**src/hw/rtl/sha1_like_char_hash_top_assert.svh**
```systemverilog
// Assertion macros shared by the hash block.
// Every check uses clk and is held off while rst_n is low.
`ifndef SHA1_LIKE_CHAR_HASH_TOP_ASSERT_SVH
`define SHA1_LIKE_CHAR_HASH_TOP_ASSERT_SVH

// Same-cycle implication.
`define SLCH_ASSERT_NOW(label, ante, cons, msg) \
    label: assert property (@(posedge clk) disable iff (!rst_n) (ante) |-> (cons)) \
        else $error(msg);

// Next-cycle implication.
`define SLCH_ASSERT_NEXT(label, ante, cons, msg) \
    label: assert property (@(posedge clk) disable iff (!rst_n) (ante) |=> (cons)) \
        else $error(msg);

`endif

```
**src/hw/rtl/slch_pkg.sv**
```systemverilog
package slch_pkg;

    localparam int WORD_W      = 32;
    localparam int CHAR_W      = 8;
    localparam int CHUNK_WORDS = 16;
    localparam int ROUNDS      = 80;
    localparam int CNT_W       = $clog2(CHUNK_WORDS);
    localparam int ROUND_W     = $clog2(ROUNDS);
    localparam int NUM_CHAIN   = 5;
    localparam int QUEUE_DEPTH = 2;

    // Round group boundaries
    localparam int RND_G1 = 20;
    localparam int RND_G2 = 40;
    localparam int RND_G3 = 60;

    // Initial chaining values
    localparam logic [WORD_W-1:0] IV0 = 32'h6745_2301;
    localparam logic [WORD_W-1:0] IV1 = 32'hEFCD_AB89;
    localparam logic [WORD_W-1:0] IV2 = 32'h98BA_DCFE;
    localparam logic [WORD_W-1:0] IV3 = 32'h1032_5476;
    localparam logic [WORD_W-1:0] IV4 = 32'hC3D2_E1F0;

    // Round constants
    localparam logic [WORD_W-1:0] RK0 = 32'h5A82_7999;
    localparam logic [WORD_W-1:0] RK1 = 32'h6ED9_EBA1;
    localparam logic [WORD_W-1:0] RK2 = 32'h8F1B_BCDC;
    localparam logic [WORD_W-1:0] RK3 = 32'hCA62_C1D6;

    typedef logic [WORD_W-1:0] word_t;

    // One unit of work for the compression engine
    typedef struct packed {
        logic [CHUNK_WORDS-1:0][WORD_W-1:0] words;
        logic                               compress;
        logic                               last;
    } job_t;

    typedef enum logic [1:0] {
        ST_IDLE,
        ST_ROUND,
        ST_FOLD,
        ST_SUM
    } back_state_t;

    function automatic word_t iv_word(input int idx);
        word_t v;
        begin
            unique case (idx)
                0:       v = IV0;
                1:       v = IV1;
                2:       v = IV2;
                3:       v = IV3;
                default: v = IV4;
            endcase
            return v;
        end
    endfunction

    function automatic word_t rotl1(input word_t x);
        return {x[WORD_W-2:0], x[WORD_W-1]};
    endfunction

    function automatic word_t rotl5(input word_t x);
        return {x[WORD_W-6:0], x[WORD_W-1:WORD_W-5]};
    endfunction

    function automatic word_t rotl30(input word_t x);
        return {x[1:0], x[WORD_W-1:2]};
    endfunction

    function automatic word_t round_k(input logic [ROUND_W-1:0] r);
        word_t k;
        begin
            priority if (r < ROUND_W'(RND_G1)) k = RK0;
            else if (r < ROUND_W'(RND_G2))     k = RK1;
            else if (r < ROUND_W'(RND_G3))     k = RK2;
            else                               k = RK3;
            return k;
        end
    endfunction

    function automatic word_t round_f(input logic [ROUND_W-1:0] r,
                                      input word_t b, input word_t c, input word_t d);
        word_t f;
        begin
            priority if (r < ROUND_W'(RND_G1)) f = (b & c) | (~b & d);
            else if (r < ROUND_W'(RND_G2))     f = b ^ c ^ d;
            else if (r < ROUND_W'(RND_G3))     f = (b & c) | (b & d) | (c & d);
            else                               f = b ^ c ^ d;
            return f;
        end
    endfunction

endpackage

```
**src/hw/rtl/sha1_like_char_hash_top.sv**
```systemverilog
// Channel   Ports                              Handshake
// input     char_byte, has_char, last          push / full
// result    hash_value                         pop / empty
//
// A 16-character chunk occupies the compression engine for a start step, 80 rounds
// and a fold; the round unit sets the pace.
// Collection of the next chunk overlaps compression through a job queue.
// A result is registered by the sum state after the final fold or an empty end job.
// rst_n clears control state asynchronously and loads the initial chain.
// full rises only when the job queue is full; a waiting result stalls the sum state.
module sha1_like_char_hash_top
    import slch_pkg::*;
#(
    parameter int QDEPTH = QUEUE_DEPTH
)
(
    input  logic              clk,
    input  logic              rst_n,
    input  logic              push,
    output logic              full,
    input  logic [CHAR_W-1:0] char_byte,
    input  logic              has_char,
    input  logic              last,
    output logic              empty,
    input  logic              pop,
    output logic [WORD_W-1:0] hash_value
);

    job_t q_wr_data, q_rd_data;
    logic q_wr_en, q_full, q_valid, q_rd_en;

    slch_front u_front
    (
        .clk       (clk),
        .rst_n     (rst_n),
        .push      (push),
        .char_byte (char_byte),
        .has_char  (has_char),
        .last      (last),
        .q_full    (q_full),
        .full      (full),
        .q_push    (q_wr_en),
        .q_data    (q_wr_data)
    );

    slch_queue #(.DEPTH(QDEPTH)) u_queue
    (
        .clk      (clk),
        .rst_n    (rst_n),
        .wr_en    (q_wr_en),
        .wr_data  (q_wr_data),
        .q_full   (q_full),
        .rd_valid (q_valid),
        .rd_en    (q_rd_en),
        .rd_data  (q_rd_data)
    );

    slch_back u_back
    (
        .clk        (clk),
        .rst_n      (rst_n),
        .job_valid  (q_valid),
        .job        (q_rd_data),
        .job_pop    (q_rd_en),
        .empty      (empty),
        .pop        (pop),
        .hash_value (hash_value)
    );

endmodule

```
**src/hw/rtl/slch_front.sv**
```systemverilog
module slch_front
    import slch_pkg::*;
(
    input  logic                clk,
    input  logic                rst_n,
    input  logic                push,
    input  logic [CHAR_W-1:0]   char_byte,
    input  logic                has_char,
    input  logic                last,
    input  logic                q_full,
    output logic                full,
    output logic                q_push,
    output job_t                q_data
);

    logic [CNT_W-1:0]  cnt_reg, cnt_next;
    word_t             buf_reg [CHUNK_WORDS];
    word_t             char_word;
    logic              accept;
    logic              chunk_done;

    assign full       = q_full;
    assign accept     = push && !q_full;
    assign char_word  = {{(WORD_W-CHAR_W){char_byte[CHAR_W-1]}}, char_byte};
    assign chunk_done = has_char && (cnt_reg == CNT_W'(CHUNK_WORDS-1));

    // Job words: held words, the new character, zero padding above
    always_comb
    begin
        for (int i = 0; i < CHUNK_WORDS; i++)
        begin
            if (CNT_W'(i) < cnt_reg)
                q_data.words[i] = buf_reg[i];
            else if (CNT_W'(i) == cnt_reg && has_char)
                q_data.words[i] = char_word;
            else
                q_data.words[i] = '0;
        end
        q_data.compress = chunk_done || has_char || (cnt_reg != '0);
        q_data.last     = last;
    end

    // Classify the beat: full chunk, message end, plain character or idle beat
    always_comb
    begin
        q_push   = 1'b0;
        cnt_next = cnt_reg;
        if (accept)
        begin
            if (chunk_done || last)
            begin
                q_push   = 1'b1;
                cnt_next = '0;
            end
            else if (has_char)
            begin
                cnt_next = cnt_reg + CNT_W'(1);
            end
        end
    end

    always_ff @(posedge clk or negedge rst_n)
    begin
        if (!rst_n)
            cnt_reg <= '0;
        else
            cnt_reg <= cnt_next;
    end

    // Character buffer
    always_ff @(posedge clk)
    begin
        if (accept && has_char)
            buf_reg[cnt_reg] <= char_word;
    end

endmodule

```
**src/hw/rtl/slch_queue.sv**
```systemverilog
module slch_queue
    import slch_pkg::*;
#(
    parameter int DEPTH = QUEUE_DEPTH
)
(
    input  logic clk,
    input  logic rst_n,
    input  logic wr_en,
    input  job_t wr_data,
    output logic q_full,
    output logic rd_valid,
    input  logic rd_en,
    output job_t rd_data
);

    localparam int PTR_W   = (DEPTH > 1) ? $clog2(DEPTH) : 1;
    localparam int COUNT_W = $clog2(DEPTH + 1);

    job_t               mem_reg [DEPTH];
    logic [PTR_W-1:0]   wr_ptr_reg, rd_ptr_reg;
    logic [COUNT_W-1:0] count_reg;
    logic               do_wr, do_rd;

    assign q_full   = (count_reg == COUNT_W'(DEPTH));
    assign rd_valid = (count_reg != '0);
    assign do_wr    = wr_en && !q_full;
    assign do_rd    = rd_en && rd_valid;
    assign rd_data  = mem_reg[rd_ptr_reg];

    always_ff @(posedge clk)
    begin
        if (do_wr)
            mem_reg[wr_ptr_reg] <= wr_data;
    end

    // Pointers and fill level
    always_ff @(posedge clk or negedge rst_n)
    begin
        if (!rst_n)
        begin
            wr_ptr_reg <= '0;
            rd_ptr_reg <= '0;
            count_reg  <= '0;
        end
        else
        begin
            if (do_wr)
                wr_ptr_reg <= (wr_ptr_reg == PTR_W'(DEPTH-1)) ? '0 : wr_ptr_reg + PTR_W'(1);
            if (do_rd)
                rd_ptr_reg <= (rd_ptr_reg == PTR_W'(DEPTH-1)) ? '0 : rd_ptr_reg + PTR_W'(1);
            if (do_wr && !do_rd)
                count_reg <= count_reg + COUNT_W'(1);
            else if (do_rd && !do_wr)
                count_reg <= count_reg - COUNT_W'(1);
        end
    end

endmodule

```
**src/hw/rtl/slch_back.sv**
```systemverilog
`include "sha1_like_char_hash_top_assert.svh"

module slch_back
    import slch_pkg::*;
(
    input  logic        clk,
    input  logic        rst_n,
    input  logic        job_valid,
    input  job_t        job,
    output logic        job_pop,
    output logic        empty,
    input  logic        pop,
    output word_t       hash_value
);

    back_state_t          state_reg, state_next;
    logic [ROUND_W-1:0]   round_reg, round_next;
    word_t                vars_reg  [NUM_CHAIN];
    word_t                vars_next [NUM_CHAIN];
    word_t                chain_reg [NUM_CHAIN];
    word_t                chain_next[NUM_CHAIN];
    word_t                w_reg     [CHUNK_WORDS];
    word_t                w_next    [CHUNK_WORDS];
    logic                 last_reg, last_next;
    logic                 out_valid_reg, out_valid_next;
    word_t                out_hash_reg, out_hash_next;
    word_t                temp;
    word_t                sched;

    assign empty      = !out_valid_reg;
    assign hash_value = out_hash_reg;

    // Round datapath and next schedule word
    assign temp  = rotl5(vars_reg[0]) + round_f(round_reg, vars_reg[1], vars_reg[2], vars_reg[3])
                 + vars_reg[4] + round_k(round_reg) + w_reg[0];
    assign sched = rotl1(w_reg[13] ^ w_reg[8] ^ w_reg[2] ^ w_reg[0]);

    // Engine sequencer
    always_comb
    begin
        state_next     = state_reg;
        round_next     = round_reg;
        vars_next      = vars_reg;
        chain_next     = chain_reg;
        w_next         = w_reg;
        last_next      = last_reg;
        out_valid_next = out_valid_reg;
        out_hash_next  = out_hash_reg;
        job_pop        = 1'b0;

        if (pop && out_valid_reg)
            out_valid_next = 1'b0;

        unique case (state_reg)
            ST_IDLE:
            begin
                if (job_valid)
                begin
                    job_pop   = 1'b1;
                    last_next = job.last;
                    if (job.compress)
                    begin
                        for (int i = 0; i < CHUNK_WORDS; i++)
                            w_next[i] = job.words[i];
                        vars_next  = chain_reg;
                        round_next = '0;
                        state_next = ST_ROUND;
                    end
                    else
                    begin
                        state_next = ST_SUM;
                    end
                end
            end
            ST_ROUND:
            begin
                vars_next[4] = vars_reg[3];
                vars_next[3] = vars_reg[2];
                vars_next[2] = rotl30(vars_reg[1]);
                vars_next[1] = vars_reg[0];
                vars_next[0] = temp;
                for (int i = 0; i < CHUNK_WORDS-1; i++)
                    w_next[i] = w_reg[i+1];
                w_next[CHUNK_WORDS-1] = sched;
                round_next = round_reg + ROUND_W'(1);
                if (round_reg == ROUND_W'(ROUNDS-1))
                    state_next = ST_FOLD;
            end
            ST_FOLD:
            begin
                for (int i = 0; i < NUM_CHAIN; i++)
                    chain_next[i] = chain_reg[i] + vars_reg[i];
                state_next = last_reg ? ST_SUM : ST_IDLE;
            end
            ST_SUM:
            begin
                if (!out_valid_reg || pop)
                begin
                    out_valid_next = 1'b1;
                    out_hash_next  = chain_reg[0] + chain_reg[1] + chain_reg[2]
                                   + chain_reg[3] + chain_reg[4];
                    for (int i = 0; i < NUM_CHAIN; i++)
                        chain_next[i] = iv_word(i);
                    state_next = ST_IDLE;
                end
            end
            default:
            begin
                state_next = ST_IDLE;
            end
        endcase
    end

    // Control state and chaining values
    always_ff @(posedge clk or negedge rst_n)
    begin
        if (!rst_n)
        begin
            state_reg     <= ST_IDLE;
            round_reg     <= '0;
            last_reg      <= 1'b0;
            out_valid_reg <= 1'b0;
            for (int i = 0; i < NUM_CHAIN; i++)
                chain_reg[i] <= iv_word(i);
        end
        else
        begin
            state_reg     <= state_next;
            round_reg     <= round_next;
            last_reg      <= last_next;
            out_valid_reg <= out_valid_next;
            chain_reg     <= chain_next;
        end
    end

    // Working variables, schedule window, result word
    always_ff @(posedge clk)
    begin
        vars_reg     <= vars_next;
        w_reg        <= w_next;
        out_hash_reg <= out_hash_next;
    end

    `SLCH_ASSERT_NOW(a_round_range, state_reg == ST_ROUND, round_reg < ROUND_W'(ROUNDS), "round counter out of range")
    `SLCH_ASSERT_NEXT(a_round_end, state_reg == ST_ROUND && round_reg == ROUND_W'(ROUNDS-1), state_reg == ST_FOLD, "no fold after final round")
    `SLCH_ASSERT_NOW(a_pop_idle, job_pop, state_reg == ST_IDLE && job_valid, "job taken outside idle")
    `SLCH_ASSERT_NEXT(a_sum_wait, state_reg == ST_SUM && out_valid_reg && !pop, state_reg == ST_SUM, "sum lost while result waits")
    `SLCH_ASSERT_NEXT(a_iv_reload, state_reg == ST_SUM && (!out_valid_reg || pop), chain_reg[0] == IV0 && chain_reg[4] == IV4, "chain not reloaded after result")

endmodule

```
**config.mk**
```make
export PLATFORM = sky130hd
export DESIGN_NAME = sha1_like_char_hash_top
export DESIGN_NICKNAME = d
export VERILOG_FILES = /design/src/hw/rtl/slch_pkg.sv /design/src/hw/rtl/sha1_like_char_hash_top.sv /design/src/hw/rtl/slch_front.sv /design/src/hw/rtl/slch_queue.sv /design/src/hw/rtl/slch_back.sv
export VERILOG_INCLUDE_DIRS = /design/src /design/src/hw/rtl
export SDC_FILE = /design/constraint.sdc
export NUM_CORES = 2
export LEC_CHECK = 0
export BUFFER_PORTS_ARGS = -buffer_cell sky130_fd_sc_hd__buf_2
export CAP_MARGIN = 30
export CORE_ASPECT_RATIO = 1.4
export CORE_MARGIN = 2
export CORE_UTILIZATION = 55
export CTS_CLUSTER_DIAMETER = 60
export DETAILED_ROUTE_END_ITERATION = 12
export PLACE_DENSITY = 0.73
export SLEW_MARGIN = 20
export SYNTH_ARGS = -nofsm -noshare
export SYNTH_HDL_FRONTEND = slang
export SYNTH_SLANG_ARGS = --single-unit
```
**constraint.sdc**
```tcl
create_clock -name clk -period 15.15 [get_ports clk]
set_clock_uncertainty 0.1 [all_clocks]
set_input_delay 0.7575 -clock clk [delete_from_list [all_inputs] [get_ports clk]]
set_output_delay 0.7575 -clock clk [all_outputs]
set_load 0.02 [all_outputs]
```
==> flow_summary.yaml <==
placement:
  gp_congestion: 0.936
  port_buffers: 47
  hpwl_um: 112000
cells_and_area:
  areaGrowthSynthToFinish_pct: 9.68
  diodes: 0
  fill_cells: 9314
  drive_gt1_share_pct: 7.89
  nets: 5855
  multi_input_area_um2: 26900
  largest_reg_flops: 512
  seqCellArea_um2: 37100
grt:
  grt_antenna_before_repair: 0
  grt_max_degree: 230
  first_global_vias: 42600
  grt_pass1_wl_um: 254000
  grt_overflow: 0
  grt_use_total_pct: 27.4
setup_path:
  path_max_fanout: 27
  cp_common_cell: "inv_1"
  critPathMaxStageDelay_ns: 0.52
  worst_path_max_delay_cell: "a41oi_1"
  rr_worst_depth: 25
  start_kind: "register"
  critPathBufInv: 6
  reg2reg_to: "u_back.vars_reg[158]"
  reg2reg_from: "u_back.round_reg[4]"
  cp.arrival_ns: 7.61
  critPathLaunch: "u_back.round_reg[4]"
  critPathTopFamily: "compound AO/OA/AOI/OAI gates"
  crit_path_end_kind: "register"
  required_ns: 15.50
  critical_path_class: "reg -> reg"
  reg2reg_slack_ns: 7.89
die:
  dieWidth_um: 296
  fp-row-count: 150
  die_h_um: 413
  core_area_um2: 119000
  dieArea_um2: 122000
  initial_utilization_pct: 55.2
  io_pins: 48
synthesis:
  synth.most_common_cell: "edfxtp_1"
  synthMuxAreaShare_pct: 2.08
  ys.warnings.count: 0
  netlist_area_um2: 65700
  avgSynthCellArea_um2: 12.2
  yosys-top-cells-count: "1084 x edfxtp_1, 654 x nand2_1, 477 x a21o_1"
  netlist_top_cells_area: "edfxtp_1 50%, fa_1 6.6%, a21o_1 5.5%"
  syn_inst: 5388
  synth_fa_ha_area_share_pct: 11.5
  synth-edff-count: 1084
  synth_area_leader_cell: "edfxtp_1"
  synth_simple_gate_area_share_pct: 8.38
  synth.distinct_cells: 81
  synth_compound_area_share_pct: 14.7
  async_reset_ff_share_pct: 14.2
  syn_nets: 5876
  synth-seq-cells: 1263
  synth_top_family_by_area: "compound AO/OA/AOI/OAI gates"
  ys.flop_type: "edfxtp_1"
  synth_seq_area_share_pct: 56.5
  yosys.area.top_type_share_pct: 49.6
  synth-xor-area-share_pct: 4.04
cts:
  cts_tree: "yes"
  cts_buffers: 121
  clock_latency_ns: 0.80
  clk_pin_slew_ns: 0.06
  cts_buffer_depth: 3
  clock_sinks: 1263
  cts_root_buffer: "clkbuf_16"
  ctsResizeCount: 0
  cts.htree.levels: 3
timing:
  fin_setup_tns_ns: 0
  period_needed_ns: 7.26
  max_slew.worst_pin.slew_ns: 1.12
  setup_viol: 0
  hold_violations: 0
  fmax_mhz: 138
  finalMaxSlewViolations: 0
  max-slew-margin-rel_pct: 25.2
  period_share_pct: 47.9
  rsz0062_at_grt: "false"
hold_path:
  min_from: "last"
  holdPathEnd: "u_queue.mem_reg[1][0]"
  hold_depth: 1
  hold_class: "in -> reg"
route:
  drt-vias-per-instance: 6.07
  drt_iter0_markers: 3745
  first_pass_iters: 6
  routed_wl_um: 167000
  drc: 0
  num_vias: 42900
  wl_per_cell_um: 23.6
  antenna_left: 0
outcome:
  status: "completed"
flow_run:
  maxCapViolCount: 0
## what timing repair did
item | 4_1_cts | 5_1_grt
hold endpoints to repair | 29 | 0
buffers inserted | 0 | 0
hold buffers | 1 | 0
## stage by stage
step	util, %	hold WS [ns]	worst slack (ns)	std cells	instance area, um^2
after CTS	60.5	0.178	7.91	7068	71900
after detailed placement	56.9	0.393	7.92	6835	67700
after global routing	60.5	0.215	7.53	7072	72000
after global placement	56.7	0.385	8.10	6822	67500
final	60.5	0.243	7.89	7072	72000
after floorplan	-	0.346	3.49	5388	65700
## cell families after synthesis
kind of cell | after synthesis
muxes | 136
buffers and inverters | 476
AOI/OAI and AO/OA | 1467
DFF | 1263
xor gates and xnor gates | 303
adders and majority gates | 474
and+or+nand+nor | 1269
## layout make-up
cell class                      count  area share, %
Sequential cell                  1263           51.6
Timing Repair Buffer              111           1.32
Tap cell                         1596           2.77
Inverter                          221           1.16
Multi-Input combinational cell   3649           37.4
Clock buffer                      157           4.56
Clock inverter                     75           1.26
## worst max path at each step
stage	end	depth (start not counted)	slack, ns
after floorplan	u_back.vars_reg[0]	6	3.49
after global placement	u_back.vars_reg[158]	25	8.10
after detailed placement	u_back.vars_reg[158]	25	7.92
after CTS	u_back.vars_reg[158]	25	7.91
after global routing	u_back.vars_reg[158]	25	7.53
final	u_back.vars_reg[158]	25	7.89
## per-layer routing
| layer | wire, um | track usage, % | vias to the layer above |
|---|---|---|---|
| met4 | 8960 | 13.3 | 0 |
| met3 | 8760 | 3.39 | 383 |
| li1 | - | - | 19500 |
| met1 | 65400 | 34.2 | 21600 |
| met2 | 84000 | 47.4 | 1481 |
| met5 | 0 | 0 | - |
## cells in the final DEF, fill, tap and decap left out, types with 107 or more instances in the layout
master     instances
a21o_1           477
a21oi_1          248
clkbuf_16        122
edfxtp_1        1084
fa_1             216
ha_1             258
inv_1            218
mux2i_1          134
nand2_1          653
nor2_1           238
o21ai_0          403
xnor2_1          196
xor2_1           107
Power is not shown: default switching activity piles up to over one toggle a cycle in this logic, so the estimate is an artifact.
